## src/mhtq_pkg.sv

```systemverilog
// Package for the min-heap timer queue: action, status and command codes,
// the controller-to-datapath command struct and the status struct.
// No dependencies.
`default_nettype none
package mhtq_pkg;

	localparam logic [2:0] ACT_ADD    = 3'd0;
	localparam logic [2:0] ACT_ADJUST = 3'd1;
	localparam logic [2:0] ACT_FIRE   = 3'd2;
	localparam logic [2:0] ACT_EXPIRE = 3'd3;
	localparam logic [2:0] ACT_CLEAR  = 3'd4;

	localparam logic [1:0] ST_OK      = 2'd0;
	localparam logic [1:0] ST_UNKNOWN = 2'd1;
	localparam logic [1:0] ST_FULL    = 2'd2;

	// datapath operations issued by the controller
	localparam logic [3:0] OP_NONE     = 4'd0;
	localparam logic [3:0] OP_LATCH    = 4'd1;  // capture input item, look up id
	localparam logic [3:0] OP_RD_I     = 4'd2;  // read slot cur
	localparam logic [3:0] OP_RD_P     = 4'd3;  // read parent of cur
	localparam logic [3:0] OP_RD_L     = 4'd4;  // read left child of cur
	localparam logic [3:0] OP_RD_R     = 4'd5;  // read right child of cur
	localparam logic [3:0] OP_WR_NEW   = 4'd6;  // write new expiry and owner at cur, point id map at cur
	localparam logic [3:0] OP_SWAP_A   = 4'd7;  // write other entry into cur
	localparam logic [3:0] OP_SWAP_B   = 4'd8;  // write cur entry into other, cur <= other
	localparam logic [3:0] OP_RD_LAST  = 4'd9;  // read slot count-1
	localparam logic [3:0] OP_MOVE     = 4'd10; // write last entry into cur, drop count
	localparam logic [3:0] OP_DROP     = 4'd11; // remove entry at cur (id absent, count-1)
	localparam logic [3:0] OP_CLEAR    = 4'd12;
	localparam logic [3:0] OP_APPEND   = 4'd13; // cur <= count, mark id present, count+1
	localparam logic [3:0] OP_RD_TOP   = 4'd14;
	localparam logic [3:0] OP_SEL      = 4'd15; // cur <= slot of input id, owner <= input id

	typedef struct packed {
		logic [3:0] op;
	} mhtq_cmd_t;

	typedef struct packed {
		logic       id_ok;
		logic       present;
		logic       full;
		logic       empty;
		logic       has_parent;    // cur > 0
		logic       has_left;      // left child exists
		logic       has_right;
		logic       cur_lt_oth;    // entry at cur strictly earlier than other
		logic       oth_lt_cur;
		logic       moved_down;    // cur moved below start
		logic       is_last;       // cur is the last slot
		logic       top_due;       // top expiry minus now not positive
		logic [2:0] action;
	} mhtq_stat_t;

endpackage
`default_nettype wire

```

## src/min_heap_timer_queue.sv

```systemverilog
// Top level of the min-heap timer queue: controller plus datapath and the
// output packing. Depends on mhtq_pkg, mhtq_ctrl and mhtq_datapath.
// Usage:
//   s_axis carries one item: action, timer id, timeout and current time.
//   m_axis returns zero or more fired results (kind 0, fired id) and then
//   one status result (kind 1, tlast high) with has_next, wait and status.
//   One item at a time: s_axis_tready is high only when the block is idle.
//   An add or adjust sifts its entry down or up the heap; fire and expire
//   also re-sift the entry moved into each removed timer's slot.
//   When m_axis_tready is low the result holds and the block waits.
//   Reset empties the queue and marks every id absent; no clearing pass.
`default_nettype none
module min_heap_timer_queue import mhtq_pkg::*; #(
	parameter int CAPACITY = 32,
	parameter int ID_COUNT = 256
) (
	input  wire logic        clk,
	input  wire logic        arst_n,
	input  wire logic        s_axis_tvalid,
	output logic             s_axis_tready,
	// action[2:0], timer_id[10:3], timeout_ms[41:11], current_time[73:42]
	input  wire logic [79:0] s_axis_tdata,
	output logic             m_axis_tvalid,
	input  wire logic        m_axis_tready,
	// fired_id[7:0], has_next[8], next_wait_ms[39:9], status[41:40]
	output logic [47:0]      m_axis_tdata,
	// kind
	output logic             m_axis_tuser,
	output logic             m_axis_tlast
);
	mhtq_cmd_t  cmd;
	mhtq_stat_t stat;
	logic kind, top_fire, has_next;
	logic [1:0] st;
	logic [7:0] top_owner, fid;
	logic [30:0] wait_ms;

	mhtq_ctrl u_ctrl (
		.clk, .arst_n,
		.in_valid(s_axis_tvalid), .in_ready(s_axis_tready),
		.out_valid(m_axis_tvalid), .out_ready(m_axis_tready),
		.out_kind(kind), .out_status(st), .out_top_fire(top_fire),
		.cmd, .stat
	);

	mhtq_datapath #(.CAPACITY(CAPACITY), .ID_COUNT(ID_COUNT)) u_dp (
		.clk, .arst_n, .cmd, .stat,
		.in_action(s_axis_tdata[2:0]), .in_id(s_axis_tdata[10:3]),
		.in_timeout(s_axis_tdata[41:11]), .in_now(s_axis_tdata[73:42]),
		.top_owner, .has_next, .next_wait(wait_ms)
	);

	// fired id is the owner at cur: the addressed id on fire, the top owner on expire
	assign fid = top_owner;
	assign m_axis_tuser = kind;
	assign m_axis_tlast = kind;
	assign m_axis_tdata = kind ? {6'd0, st, wait_ms, has_next, 8'd0}
	                           : {6'd0, 2'd0, 31'd0, 1'b0, fid};

	logic unused_tf;
	assign unused_tf = top_fire ^ (|s_axis_tdata[79:74]);

	a_single_side: assert property (@(posedge clk) disable iff (!arst_n)
		!(s_axis_tready && m_axis_tvalid)) else $error("accept while result pending");
	a_status_ok: assert property (@(posedge clk) disable iff (!arst_n)
		m_axis_tvalid && kind |-> st != 2'd3) else $error("bad status code");
	a_fired_clean: assert property (@(posedge clk) disable iff (!arst_n)
		m_axis_tvalid && !kind |-> !m_axis_tlast) else $error("fired item marked last");
endmodule
`default_nettype wire

```

## src/mhtq_datapath.sv

```systemverilog
// Datapath of the timer queue: heap memories, id maps, slot pointers and
// the compare logic. Depends on mhtq_pkg; driven by mhtq_ctrl.
`default_nettype none
module mhtq_datapath import mhtq_pkg::*; #(
	parameter int CAPACITY = 32,
	parameter int ID_COUNT = 256
) (
	input  wire logic        clk,
	input  wire logic        arst_n,
	input  wire mhtq_cmd_t   cmd,
	output mhtq_stat_t       stat,
	input  wire logic [2:0]  in_action,
	input  wire logic [7:0]  in_id,
	input  wire logic [30:0] in_timeout,
	input  wire logic [31:0] in_now,
	output logic [7:0]       top_owner,
	output logic             has_next,
	output logic [30:0]      next_wait
);
	localparam int SW = (CAPACITY > 1) ? $clog2(CAPACITY) : 1;
	localparam int CW = $clog2(CAPACITY + 1);
	localparam int IW = (ID_COUNT > 1) ? $clog2(ID_COUNT) : 1;
	localparam int RW = IW + 1;

	logic [31:0] exp_mem [CAPACITY];
	logic [IW-1:0] own_mem [CAPACITY];
	logic [SW-1:0] slot_mem [ID_COUNT];
	logic [ID_COUNT-1:0] present_q;

	logic [2:0]    act_q;
	logic [RW-1:0] id_q;
	logic [31:0]   now_q, expiry_q;
	logic [CW-1:0] count_q;
	logic [SW-1:0] cur_q, start_q, oth_q;
	logic [31:0]   cur_exp_q, oth_exp_q, l_exp_q;
	logic [IW-1:0] cur_own_q, oth_own_q;
	logic [SW-1:0] slot_rd_q;

	logic [SW:0] left_w, right_w;
	logic [SW-1:0] rd_addr;
	logic [31:0] rd_exp;
	logic [IW-1:0] rd_own;
	logic [31:0] d_top;
	logic id_ok;

	assign left_w  = {cur_q, 1'b1};
	assign right_w = {cur_q, 1'b0} + (SW+1)'(2);
	assign id_ok   = id_q < RW'(ID_COUNT);

	always_comb begin
		unique case (cmd.op)
			OP_RD_P:    rd_addr = SW'((cur_q - 1'b1) >> 1);
			OP_RD_L:    rd_addr = left_w[SW-1:0];
			OP_RD_R:    rd_addr = right_w[SW-1:0];
			OP_RD_LAST: rd_addr = SW'(count_q - 1'b1);
			OP_RD_TOP:  rd_addr = '0;
			default:    rd_addr = cur_q;
		endcase
	end
	assign rd_exp = exp_mem[rd_addr];
	assign rd_own = own_mem[rd_addr];

	always_ff @(posedge clk) begin
		unique case (cmd.op)
			OP_WR_NEW: begin
				exp_mem[cur_q] <= expiry_q;
				own_mem[cur_q] <= id_q[IW-1:0];
				slot_mem[id_q[IW-1:0]] <= cur_q;
			end
			OP_SWAP_A: begin
				exp_mem[cur_q] <= oth_exp_q;
				own_mem[cur_q] <= oth_own_q;
				slot_mem[oth_own_q] <= cur_q;
			end
			OP_SWAP_B: begin
				exp_mem[oth_q] <= cur_exp_q;
				own_mem[oth_q] <= cur_own_q;
				slot_mem[cur_own_q] <= oth_q;
			end
			OP_MOVE: begin
				exp_mem[cur_q] <= oth_exp_q;
				own_mem[cur_q] <= oth_own_q;
				slot_mem[oth_own_q] <= cur_q;
			end
			default: ;
		endcase
		if (cmd.op == OP_LATCH)
			slot_rd_q <= slot_mem[IW'(in_id)];
	end

	always_ff @(posedge clk or negedge arst_n) begin
		if (!arst_n) begin
			present_q <= '0;
			count_q   <= '0;
			act_q     <= '0;
			id_q      <= '0;
			now_q     <= '0;
			expiry_q  <= '0;
			cur_q     <= '0;
			start_q   <= '0;
			oth_q     <= '0;
			cur_exp_q <= '0;
			oth_exp_q <= '0;
			l_exp_q   <= '0;
			cur_own_q <= '0;
			oth_own_q <= '0;
		end else begin
			unique case (cmd.op)
				OP_LATCH: begin
					act_q    <= in_action;
					id_q     <= RW'(in_id);
					now_q    <= in_now;
					expiry_q <= in_now + {1'b0, in_timeout};
				end
				OP_RD_I: begin
					// first read of a resift: entry at cur, and cur recorded as start
					cur_exp_q <= rd_exp;
					cur_own_q <= rd_own;
					start_q   <= cur_q;
				end
				OP_RD_P: begin
					oth_q     <= SW'((cur_q - 1'b1) >> 1);
					oth_exp_q <= rd_exp;
					oth_own_q <= rd_own;
				end
				OP_RD_L: begin
					l_exp_q   <= rd_exp;
					oth_q     <= left_w[SW-1:0];
					oth_exp_q <= rd_exp;
					oth_own_q <= rd_own;
				end
				OP_RD_R: begin
					// keep right only when strictly earlier than left
					if (rd_exp - l_exp_q >= 32'h8000_0000) begin
						oth_q     <= right_w[SW-1:0];
						oth_exp_q <= rd_exp;
						oth_own_q <= rd_own;
					end
				end
				OP_RD_LAST: begin
					oth_exp_q <= rd_exp;
					oth_own_q <= rd_own;
				end
				OP_SWAP_B: cur_q <= oth_q;
				OP_MOVE: begin
					count_q   <= count_q - 1'b1;
					present_q[cur_own_q] <= 1'b0;
				end
				OP_DROP: begin
					count_q   <= count_q - 1'b1;
					present_q[cur_own_q] <= 1'b0;
				end
				OP_CLEAR: begin
					count_q   <= '0;
					present_q <= '0;
				end
				OP_APPEND: begin
					cur_q     <= SW'(count_q);
					count_q   <= count_q + 1'b1;
					present_q[id_q[IW-1:0]] <= 1'b1;
				end
				OP_RD_TOP: begin
					cur_q     <= '0;
					cur_exp_q <= rd_exp;
					cur_own_q <= rd_own;
				end
				// the slot of a present id holds that id as owner
				OP_SEL: begin
					cur_q     <= slot_rd_q;
					cur_own_q <= id_q[IW-1:0];
				end
				default: ;
			endcase
		end
	end

	assign d_top = cur_exp_q - now_q;

	always_comb begin
		stat.id_ok      = id_ok;
		stat.present    = id_ok && present_q[id_q[IW-1:0]];
		stat.full       = count_q >= CW'(CAPACITY);
		stat.empty      = count_q == '0;
		stat.has_parent = cur_q != '0;
		stat.has_left   = {1'b0, left_w} < (SW+2)'(count_q);
		stat.has_right  = {1'b0, right_w} < (SW+2)'(count_q);
		stat.cur_lt_oth = cur_exp_q[31:0] - oth_exp_q >= 32'h8000_0000;
		stat.oth_lt_cur = oth_exp_q - cur_exp_q >= 32'h8000_0000;
		stat.moved_down = cur_q > start_q;
		stat.is_last    = (SW+1)'(cur_q) == (SW+1)'(count_q - 1'b1);
		stat.top_due    = d_top == '0 || d_top[31];
		stat.action     = act_q;
	end

	assign top_owner = 8'(cur_own_q);
	assign has_next  = count_q != '0;
	assign next_wait = (count_q == '0 || d_top[31]) ? '0 : d_top[30:0];
endmodule
`default_nettype wire

```

## src/mhtq_ctrl.sv

```systemverilog
// Controller state machine for the timer queue: sequences reads, swaps and
// result emission on the datapath. Depends on mhtq_pkg.
`default_nettype none
module mhtq_ctrl import mhtq_pkg::*; (
	input  wire logic       clk,
	input  wire logic       arst_n,
	input  wire logic       in_valid,
	output logic            in_ready,
	output logic            out_valid,
	input  wire logic       out_ready,
	output logic            out_kind,
	output logic [1:0]      out_status,
	output logic            out_top_fire, // fired id is heap owner, not input id
	output mhtq_cmd_t       cmd,
	input  wire mhtq_stat_t stat
);
	localparam logic [4:0] S_IDLE    = 5'd0;
	localparam logic [4:0] S_DECIDE  = 5'd1;
	localparam logic [4:0] S_SETCUR  = 5'd2;
	localparam logic [4:0] S_WRNEW   = 5'd3;
	localparam logic [4:0] S_RS_I    = 5'd4;
	localparam logic [4:0] S_DN_L    = 5'd5;
	localparam logic [4:0] S_DN_R    = 5'd6;
	localparam logic [4:0] S_DN_CMP  = 5'd7;
	localparam logic [4:0] S_SWA     = 5'd8;
	localparam logic [4:0] S_SWB     = 5'd9;
	localparam logic [4:0] S_UP_P    = 5'd10;
	localparam logic [4:0] S_UP_CMP  = 5'd11;
	localparam logic [4:0] S_FIRE    = 5'd12;
	localparam logic [4:0] S_REM_I   = 5'd13;
	localparam logic [4:0] S_REM_L   = 5'd14;
	localparam logic [4:0] S_REM_MV  = 5'd15;
	localparam logic [4:0] S_TOP     = 5'd16;
	localparam logic [4:0] S_EXP_CHK = 5'd17;
	localparam logic [4:0] S_STATUS  = 5'd18;
	localparam logic [4:0] S_APPEND  = 5'd19;

	logic [4:0] state_q, state_d;
	logic [1:0] st_q, st_d;
	logic       up_q, up_d;     // current swap belongs to sift-up
	logic       exp_q, exp_d;   // removal is part of expire
	logic       top_q, top_d;

	always_ff @(posedge clk or negedge arst_n) begin
		if (!arst_n) begin
			state_q <= S_IDLE;
			st_q    <= ST_OK;
			up_q    <= 1'b0;
			exp_q   <= 1'b0;
			top_q   <= 1'b0;
		end else begin
			state_q <= state_d;
			st_q    <= st_d;
			up_q    <= up_d;
			exp_q   <= exp_d;
			top_q   <= top_d;
		end
	end

	assign in_ready     = state_q == S_IDLE;
	assign out_valid    = state_q == S_FIRE || state_q == S_STATUS;
	assign out_kind     = state_q == S_STATUS;
	assign out_status   = st_q;
	assign out_top_fire = top_q;

	always_comb begin
		state_d = state_q;
		st_d    = st_q;
		up_d    = up_q;
		exp_d   = exp_q;
		top_d   = top_q;
		cmd.op  = OP_NONE;
		unique case (state_q)
			S_IDLE: begin
				if (in_valid) begin
					cmd.op  = OP_LATCH;
					st_d    = ST_OK;
					exp_d   = 1'b0;
					top_d   = 1'b0;
					state_d = S_DECIDE;
				end
			end
			S_DECIDE: begin
				unique case (stat.action)
					ACT_ADD: begin
						if (!stat.id_ok) begin
							st_d = ST_UNKNOWN; state_d = S_TOP;
						end else if (stat.present) begin
							state_d = S_SETCUR;
						end else if (stat.full) begin
							st_d = ST_FULL; state_d = S_TOP;
						end else begin
							state_d = S_APPEND;
						end
					end
					ACT_ADJUST: begin
						if (!stat.present) begin
							st_d = ST_UNKNOWN; state_d = S_TOP;
						end else state_d = S_SETCUR;
					end
					ACT_FIRE: begin
						if (!stat.present) begin
							st_d = ST_UNKNOWN; state_d = S_TOP;
						end else begin
							cmd.op = OP_SEL; state_d = S_FIRE;
						end
					end
					ACT_EXPIRE: begin
						exp_d = 1'b1; state_d = S_TOP;
					end
					ACT_CLEAR: begin
						cmd.op = OP_CLEAR; state_d = S_TOP;
					end
					default: state_d = S_TOP;
				endcase
			end
			S_APPEND: begin
				cmd.op = OP_APPEND; state_d = S_WRNEW;
			end
			S_SETCUR: begin
				cmd.op = OP_SEL; state_d = S_WRNEW;
			end
			S_WRNEW: begin
				cmd.op = OP_WR_NEW; state_d = S_RS_I;
			end
			S_RS_I: begin
				cmd.op = OP_RD_I; state_d = S_DN_L;
			end
			S_DN_L: begin
				if (stat.has_left) begin
					cmd.op = OP_RD_L;
					state_d = stat.has_right ? S_DN_R : S_DN_CMP;
				end else if (stat.moved_down) begin
					state_d = S_TOP;
				end else state_d = S_UP_P;
			end
			S_DN_R: begin
				cmd.op = OP_RD_R; state_d = S_DN_CMP;
			end
			S_DN_CMP: begin
				if (stat.cur_lt_oth) begin
					state_d = stat.moved_down ? S_TOP : S_UP_P;
				end else begin
					up_d = 1'b0; state_d = S_SWA;
				end
			end
			S_SWA: begin
				cmd.op = OP_SWAP_A; state_d = S_SWB;
			end
			S_SWB: begin
				cmd.op = OP_SWAP_B;
				state_d = up_q ? S_UP_P : S_DN_L;
			end
			S_UP_P: begin
				if (stat.has_parent) begin
					cmd.op = OP_RD_P; state_d = S_UP_CMP;
				end else state_d = S_TOP;
			end
			S_UP_CMP: begin
				if (stat.oth_lt_cur) state_d = S_TOP;
				else begin
					up_d = 1'b1; state_d = S_SWA;
				end
			end
			S_FIRE: begin
				if (out_ready) state_d = S_REM_I;
			end
			S_REM_I: begin
				cmd.op = OP_RD_I; state_d = S_REM_L;
			end
			S_REM_L: begin
				if (stat.is_last) begin
					cmd.op = OP_DROP; state_d = S_TOP;
				end else begin
					cmd.op = OP_RD_LAST; state_d = S_REM_MV;
				end
			end
			S_REM_MV: begin
				cmd.op = OP_MOVE; state_d = S_RS_I;
			end
			S_TOP: begin
				cmd.op = OP_RD_TOP;
				state_d = exp_q ? S_EXP_CHK : S_STATUS;
			end
			S_EXP_CHK: begin
				if (!stat.empty && stat.top_due) begin
					top_d = 1'b1; state_d = S_FIRE;
				end else state_d = S_STATUS;
			end
			S_STATUS: begin
				if (out_ready) state_d = S_IDLE;
			end
			default: state_d = S_IDLE;
		endcase
	end
endmodule
`default_nettype wire
```

## config.mk

```make
export PLATFORM = sky130hd
export DESIGN_NAME = min_heap_timer_queue
export DESIGN_NICKNAME = d
export VERILOG_FILES = /design/src/mhtq_pkg.sv /design/src/min_heap_timer_queue.sv /design/src/mhtq_datapath.sv /design/src/mhtq_ctrl.sv
export SDC_FILE = /design/constraint.sdc
export NUM_CORES = 2
export LEC_CHECK = 0
export ABC_AREA = 0
export CORE_MARGIN = 2
export CORE_UTILIZATION = 45
export CTS_BUF_LIST = sky130_fd_sc_hd__clkbuf_16
export CTS_CLUSTER_SIZE = 12
export DETAILED_ROUTE_END_ITERATION = 12
export DONT_BUFFER_PORTS = 1
export PLACE_DENSITY_LB_ADDON = 0.1
export SLEW_MARGIN = 20
export SYNTH_ARGS = -nofsm -noshare
export SYNTH_HDL_FRONTEND = slang
export SYNTH_SLANG_ARGS = --single-unit
```

## constraint.sdc

```tcl
create_clock -name clk -period 16.1 [get_ports clk]
set_clock_uncertainty 0.15 [all_clocks]
set_input_delay 1.61 -clock clk [delete_from_list [all_inputs] [get_ports clk]]
set_output_delay 1.61 -clock clk [all_outputs]
set_load 0.01 [all_outputs]
```

# Word-level counts from Yosys, hierarchy flattened
# Memory sizes are Yosys's and may differ from the RTL's. A register that Yosys moved wholly into a read port is not among the register bits.
# Cells that the tools add are included.
# op_classes
n_reduce_logical	38
n_bitwise	8
n_lt_le_gt_ge	12
n_mux	84
eq_ne	50
addsub	9
# ops
operator	n
256-bit one-hot mux with 3 select lines	1
256-bit AND	1
256-bit NOT	1
256-bit bitwise OR	1
32-bit two-way mux	4
32-bit subtractor	4
5-bit two-way mux	20
32-bit >= comparator (second input constant)	3
5-bit one-hot mux with 18 select lines	1
32-bit one-hot mux with 2 select lines	1
4-bit one-hot mux with 14 select lines	1
8-bit two-way mux	6
42-bit two-way mux	1
5-bit by 4-bit equality test with 1-bit output (second input constant)	8
32-bit by 31-bit adder with 32-bit output	1
4-bit equality test (second input constant)	8
32-bit logical NOT	1
8-bit one-hot mux with 2 select lines	2
32-bit OR reduction	1
31-bit two-way mux	1
5-bit one-hot mux with 3 select lines	2
8-bit by 9-bit < comparator with 1-bit output (second input constant)	3
5-bit one-hot mux with 5 select lines	1
1-bit two-way mux	21
52 further kinds	107
# totals
ramBits	2560
input_bits	84
regBits	473
output_inout_bits	52
word_cells	222
n_memories	3
# mem_list
name	words	word_bits	rd	rd_clocked_by_memory_dff	wr	line_no	rtl
u_dp.slot_mem	256	5	1	1	1	mhtq_datapath.sv:27	logic [SW-1:0] slot_mem [ID_COUNT];
u_dp.exp_mem	32	32	1	0	1	mhtq_datapath.sv:25	logic [31:0] exp_mem [CAPACITY];
u_dp.own_mem	32	8	1	0	1	mhtq_datapath.sv:26	logic [IW-1:0] own_mem [CAPACITY];

# Logic depth before layout (Yosys ltp)
# logic_depth
word_depth	13
ltp_mapped	34
ltp_nobuf	26

# Hierarchy
# From an unflattened synthesis, not the netlist that was laid out.
# hier_totals
hier_cells	8990
hier_area_um2	130463.9
# modules_own_cells
module	seq_area_each_um2	cells_each	area_per_inst_um2	instances
mhtq_datapath	88635.0	8775	128964.9	1
mhtq_ctrl	250.2	161	1158.6	1
min_heap_timer_queue	0.0	54	340.3	1

# Worst setup path after synthesis
# No wires, ideal clock.
# synth_timing
path_kind	reg2reg
start	register u_ctrl.state_q[2]
end	memory u_dp.exp_mem[1][0], enable pin
setup_time_ps	438
path_buffers	4
path_slack_ps	8101
path_stages_with_launch	11
synth_period_minus_slack_ps	7999
required_time_ps	15512
arrival_ps	7412
path_cell_list	dfrtp_1 -> clkbuf_1 -> nand2b_1 -> clkbuf_1 -> nor3_1 -> clkbuf_1 -> clkbuf_1 -> mux2i_1 -> inv_1 -> nand3_1 -> nor2_1
# synth_via
elab_chain_cells	9
elab_cells_between_ends	34
classes_between	eq/ne: 18; mux: 11; bitwise: 2; reduce/logical: 3
# synth_rtl
element	line_no	rtl
start: declaration	mhtq_ctrl.sv:38	logic [4:0] state_q, state_d;
start signal: assignment	mhtq_ctrl.sv:52	state_q <= state_d;
5-bit by 3-bit equality test with 1-bit output or 5-bit by 4-bit equality test with 1-bit output (tied branches)	mhtq_ctrl.sv:73	unique case (state_q)
2-bit OR reduction (no source line)	-	
4-bit one-hot mux with 14 select lines *	mhtq_ctrl.sv:73	
parallel branches: the longest is 6 deep, another holds 32-bit OR reduction	-	
end: declaration	mhtq_datapath.sv:25	
# Mark *: on every way between the ends.

# Worst setup path after layout
# layout_timing
start	register u_ctrl.state_q[0]
end	register u_dp.oth_exp_q[16]
# layout_via
elab_chain_cells	10
elab_cells_between_ends	32
classes_between	add/sub: 1; order compare: 1; eq/ne: 20; mux: 4; reduce/logical: 5; memory: 1
# layout_rtl
element	line_no	rtl
5-bit by 3-bit equality test with 1-bit output or 5-bit by 4-bit equality test with 1-bit output (tied branches)	mhtq_ctrl.sv:73	
2-bit OR reduction (no source line)	-	
4-bit one-hot mux with 14 select lines *	mhtq_ctrl.sv:73	
4-bit equality test, or another cell as far along	mhtq_datapath.sv:51	unique case (cmd.op)
5-bit one-hot mux with 5 select lines *	mhtq_datapath.sv:51	
memory 32 x 32 bit *	-	
named net u_dp.rd_exp[28]	mhtq_datapath.sv:41	logic [31:0] rd_exp;
32-bit subtractor *	mhtq_datapath.sv:134	if (rd_exp - l_exp_q >= 32'h8000_0000) begin
32-bit >= comparator *	mhtq_datapath.sv:134	
2-bit by 1-bit != test with 1-bit output (no source line) *	-	
2-bit AND reduction (no source line) *	-	
end signal: assignment	mhtq_datapath.sv:129	oth_exp_q <= rd_exp;
end signal: assignment	mhtq_datapath.sv:136	oth_exp_q <= rd_exp;
end signal: assignment	mhtq_datapath.sv:141	oth_exp_q <= rd_exp;
end: declaration	mhtq_datapath.sv:35	logic [31:0] cur_exp_q, oth_exp_q, l_exp_q;
# The timed path passes the listed nets; every way through them passes the cells marked *. The select of a mux whose other input is x is not followed.
# A chain may end at the register's enable or synchronous reset.

==> impl_metrics.toml <==
[route]
via_per_inst = 6.00
via_count = 79900
avgRoutedWirePerCell_microns = 27.2
drtPass1Iterations = 7
drcViolationCount = 0
drtAntennaViolNets = 0
wirelength_mm = 362
drt-initial-drc-count = 8950

[sta]
final.setup.tns_ps = 0
rsz0062_at_grt = "false"
tightest_slew_ps = 1280
relSlewSlack_pct = 14.5
drv_slew = 0
fin_crit_sh_pct = 64.7
max_freq_ghz = 0.0961
setup_viol_count_final = 0
period_minus_slack_ps = 10410
fin_ws_ps = 5690
final_hold_viol_count = 0

[worst_setup_path]
cp.arrival_ps = 11040
worst_path_max_delay_cell = "a31oi_1"
cp_max_fo = 73
end_kind = "flop"
path_common_cell = "nand2_1"
rr_worst_depth = 24
r2r_slack_ps = 5690
cp_data_required_time_ps = 16730
critPathLaunch = "u_ctrl.state_q[0]"
crit_chain = "or3b_1 > nor2_1 > nor3_1 > a211oi_1 > mux2_8 > buf_4 > nand2_1 > nand3_1 > a21oi_1 > nor4_1 > nand2_1 > a31oi_1 > ha_1 > a211o_1 > a2111oi_0 > o221ai_1 > nor3_1 > a211o_1 > xnor2_1 > nand2_1 > or4_4 > nand3_2 > buf_4 > mux2_2"
r2r_start = "u_ctrl.state_q[0]"
crit_type = "reg2reg"
slowest_delay_ps = 860
critPathLaunchType = "flop"
r2r_end = "u_dp.oth_exp_q[16]"
worstSetupEndpoint = "u_dp.oth_exp_q[16]"

[synth]
synth.distinct_cells = 89
synth.avg_cell_area_sq_um = 13.8
synthCells = 9402
ys_warn_count = 0
ys_ff_latch = 3038
synth_edf_count = 2565
ys.flop_type = "edfxtp_1"
ys_async_sr_fraction_pct = 15.6
synth.yosys.seq_area_share_pct = 68.5
synth_area_sq_mm = 0.130

[place]
placed_area_sq_mm = 0.134
routabilityCongestion = 0.847
port-buffer-count = 0
hpwl_mm = 203
pre_cts_slack_ps = 5820

[clocking]
cts_tree = "built"
h-tree-depth = 5
cts_sinks = 3038
cts_resized = 0
clk_path_buf_depth = 4
clockRootBuffer = "clkbuf_16"
numCtsBuffers = 332
post_cts_buffers = 0
clk-insertion-delay-late_ps = 940
cts_hold_buf = 0
path_clk_slew_ps = 60

[global_route]
antenna_found_initial = 7
grt-ovfl-total = 0
grt_use_total_pct = 24.3
grt_max_degree = 474
grt_pass1_vias = 77300
grt_pass1_wl_mm = 530

[layout]
final_area_sq_mm = 0.144
drive_gt1_share_pct = 14.0
n_fill_cell = 24300
area_growth_pct = 11.2
nNetsFinal = 9560

[pwr]
vdd_drop_max_mv = 0.166
power_density_mw_per_mm2 = 190
p_leak_nw = 50.6

[die]
die_h_microns = 541
start_util_pct = 45.2
io_pins = 136
rows = 197
dieArea_sq_mm = 0.293
core-area_sq_mm = 0.287
die_w_microns = 541

[worst_hold_path]
min_path_type = "in2async"

[run_status]
status = "completed"

[flow_run]
cap_violations = 0
==> through the flow <==
step	utilization (%)	cells	total power [W]	hold WS (ps)
2_1_floorplan	-	9407	0.0167	293
3_3_place_gp	46.7	12700	0.0202	322
3_5_place_dp	46.7	12700	0.0204	317
4_1_cts	50.1	13300	0.0275	187
5_1_grt	50.2	13300	0.0288	208
6_report	50.2	13300	0.0274	250
==> worst min-delay path by stage <==
stage / from / end / slack [ps] / cells past startpoint
after detailed placement: u_dp.now_q[0] / u_dp.now_q[0] / 320 / 2
final: arst_n / u_dp.cur_exp_q[29] / 250 / 0
after global placement: u_dp.start_q[2] / u_dp.start_q[2] / 320 / 2
after floorplan: u_dp.expiry_q[29] / u_dp.expiry_q[29] / 290 / 2
after global routing: arst_n / u_dp.cur_exp_q[29] / 210 / 0
after CTS: arst_n / u_dp.cur_exp_q[28] / 190 / 0
==> synth_stat cells (12+ instances only) <==
| master | count | area (sq um) |
|---|---|---|
| or4_1 | 12 | 90.1 |
| a21o_1 | 42 | 315 |
| and3_1 | 24 | 150 |
| nand2b_1 | 23 | 144 |
| nor4_1 | 52 | 325 |
| buf_1 | 87 | 327 |
| or3_1 | 13 | 81.3 |
| a211oi_1 | 25 | 188 |
| mux2i_1 | 64 | 641 |
| a22oi_1 | 19 | 143 |
| mux2_2 | 105 | 1180 |
| inv_1 | 178 | 668 |
| mux4_2 | 497 | 11200 |
| dfrtp_1 | 473 | 11800 |
| a31oi_1 | 43 | 269 |
| buf_2 | 88 | 440 |
| o211ai_1 | 12 | 90.1 |
| nor3_1 | 53 | 265 |
| nor2b_1 | 39 | 244 |
| and2_1 | 13 | 81.3 |
| nor2_1 | 472 | 1770 |
| nand2_1 | 1577 | 5920 |
| ha_1 | 174 | 2180 |
| xnor2_1 | 39 | 342 |
| nand4_1 | 17 | 106 |
| a21oi_1 | 856 | 4280 |
| nand3_1 | 769 | 3850 |
| clkbuf_1 | 427 | 1600 |
| edfxtp_1 | 2565 | 77000 |
| xor2_1 | 30 | 263 |
| o21ai_0 | 432 | 2160 |
| o21a_1 | 22 | 165 |
==> cells in the final DEF, fill, tap and decap left out, types with 30 or more instances in the layout <==
master / netlist / routed
xor2_1: 30 / 30
clkinv_1: 0 / 66
dfrtp_1: 473 / 470
a31oi_1: 43 / 43
clkbuf_16: 0 / 335
a21oi_1: 856 / 856
mux2_2: 105 / 104
nor2b_1: 39 / 39
buf_4: 9 / 158
nand2_1: 1577 / 1555
nor3_1: 53 / 47
clkinv_2: 0 / 38
a21o_1: 42 / 42
nor2_4: 1 / 35
nand3_1: 769 / 763
mux2i_1: 64 / 63
nor4_1: 52 / 49
ha_1: 174 / 174
xnor2_1: 39 / 39
mux4_2: 497 / 497
o21ai_0: 432 / 399
inv_1: 178 / 266
edfxtp_1: 2565 / 2565
nor2_1: 472 / 435
==> cell families (layout without fill, tap and decap cells) <==
kind of cell             after synthesis  in the layout  synth area share, %
buffers and inverters                791            921                 2.41
AO/OA/AOI/OAI                       1551           1551                 6.55
XOR/XNOR                              70             70                0.483
other                                  1             12              0.00289
adder cells (fa/ha/maj)              176            176                 1.71
multiplexers                         676            676                 10.1
AND/OR/NAND/NOR                     3099           3099                 10.3
flip-flops                          3038           3038                 68.5
==> flip-flops by register name, indices dropped and copies added, names as in the netlist <==
signal and cells:
u_dp.act_q 3, u_ctrl.exp_q 1, u_ctrl.out_status 2, u_ctrl.up_q 1, u_dp.exp_mem 1024, u_dp.own_mem 256
u_dp.expiry_q 32, u_dp.top_owner 8, u_dp.l_exp_q 32, u_dp.start_q 5, u_dp.present_q 256, u_dp.oth_own_q 8
u_dp.oth_exp_q 32, u_dp.now_q 32, u_dp.slot_mem 1280, u_dp.cur_q 5, u_dp.id_q 8, u_dp.count_q 6
u_dp.slot_rd_q 5, u_ctrl.state_q 5, u_dp.cur_exp_q 32, u_dp.oth_q 5
==> critical path: cells and delay by family, from the launching register on <==
family | cells | cell delay (ps)
simple gates | 11 | 3280
xor+xnor | 1 | 180
buf+inv | 2 | 1140
compound gates | 7 | 3240
fa+ha+maj | 1 | 420
mux | 2 | 1060
flops | 1 | 630
==> final cells by class <==
| type | instances | area (sq um) | area share (%) |
|---|---|---|---|
| multi-input cells | 5578 | 38500 | 26.7 |
| inverters | 178 | 706 | 0.489 |
| clock inverters | 236 | 1550 | 1.07 |
| well taps | 3781 | 4730 | 3.28 |
| repair buffers | 172 | 1490 | 1.04 |
| flip-flops and latches | 3038 | 88900 | 61.6 |
| diodes | 6 | 15.0 | 0.0104 |
| clock buffers | 335 | 8380 | 5.81 |
==> layer usage <==
layer | routed length, microns | vias to the layer above | GRT usage (%)
li1 | - | 35000 | -
met1 | 159000 | 41200 | 36.0
met2 | 166000 | 3162 | 37.3
met3 | 27700 | 573 | 3.79
met4 | 9140 | 0 | 6.49
met5 | 0 | - | 0
==> power by group <==
part	leakage, nW	switching [W]	internal, W
Combinational	16.0	0.00721	0.00271
Clock	5.22	0.00312	0.00393
Sequential	29.4	0.000427	0.00999
Total	50.6	0.0108	0.0166
Note: power is estimated with default switching activity, not from simulation.
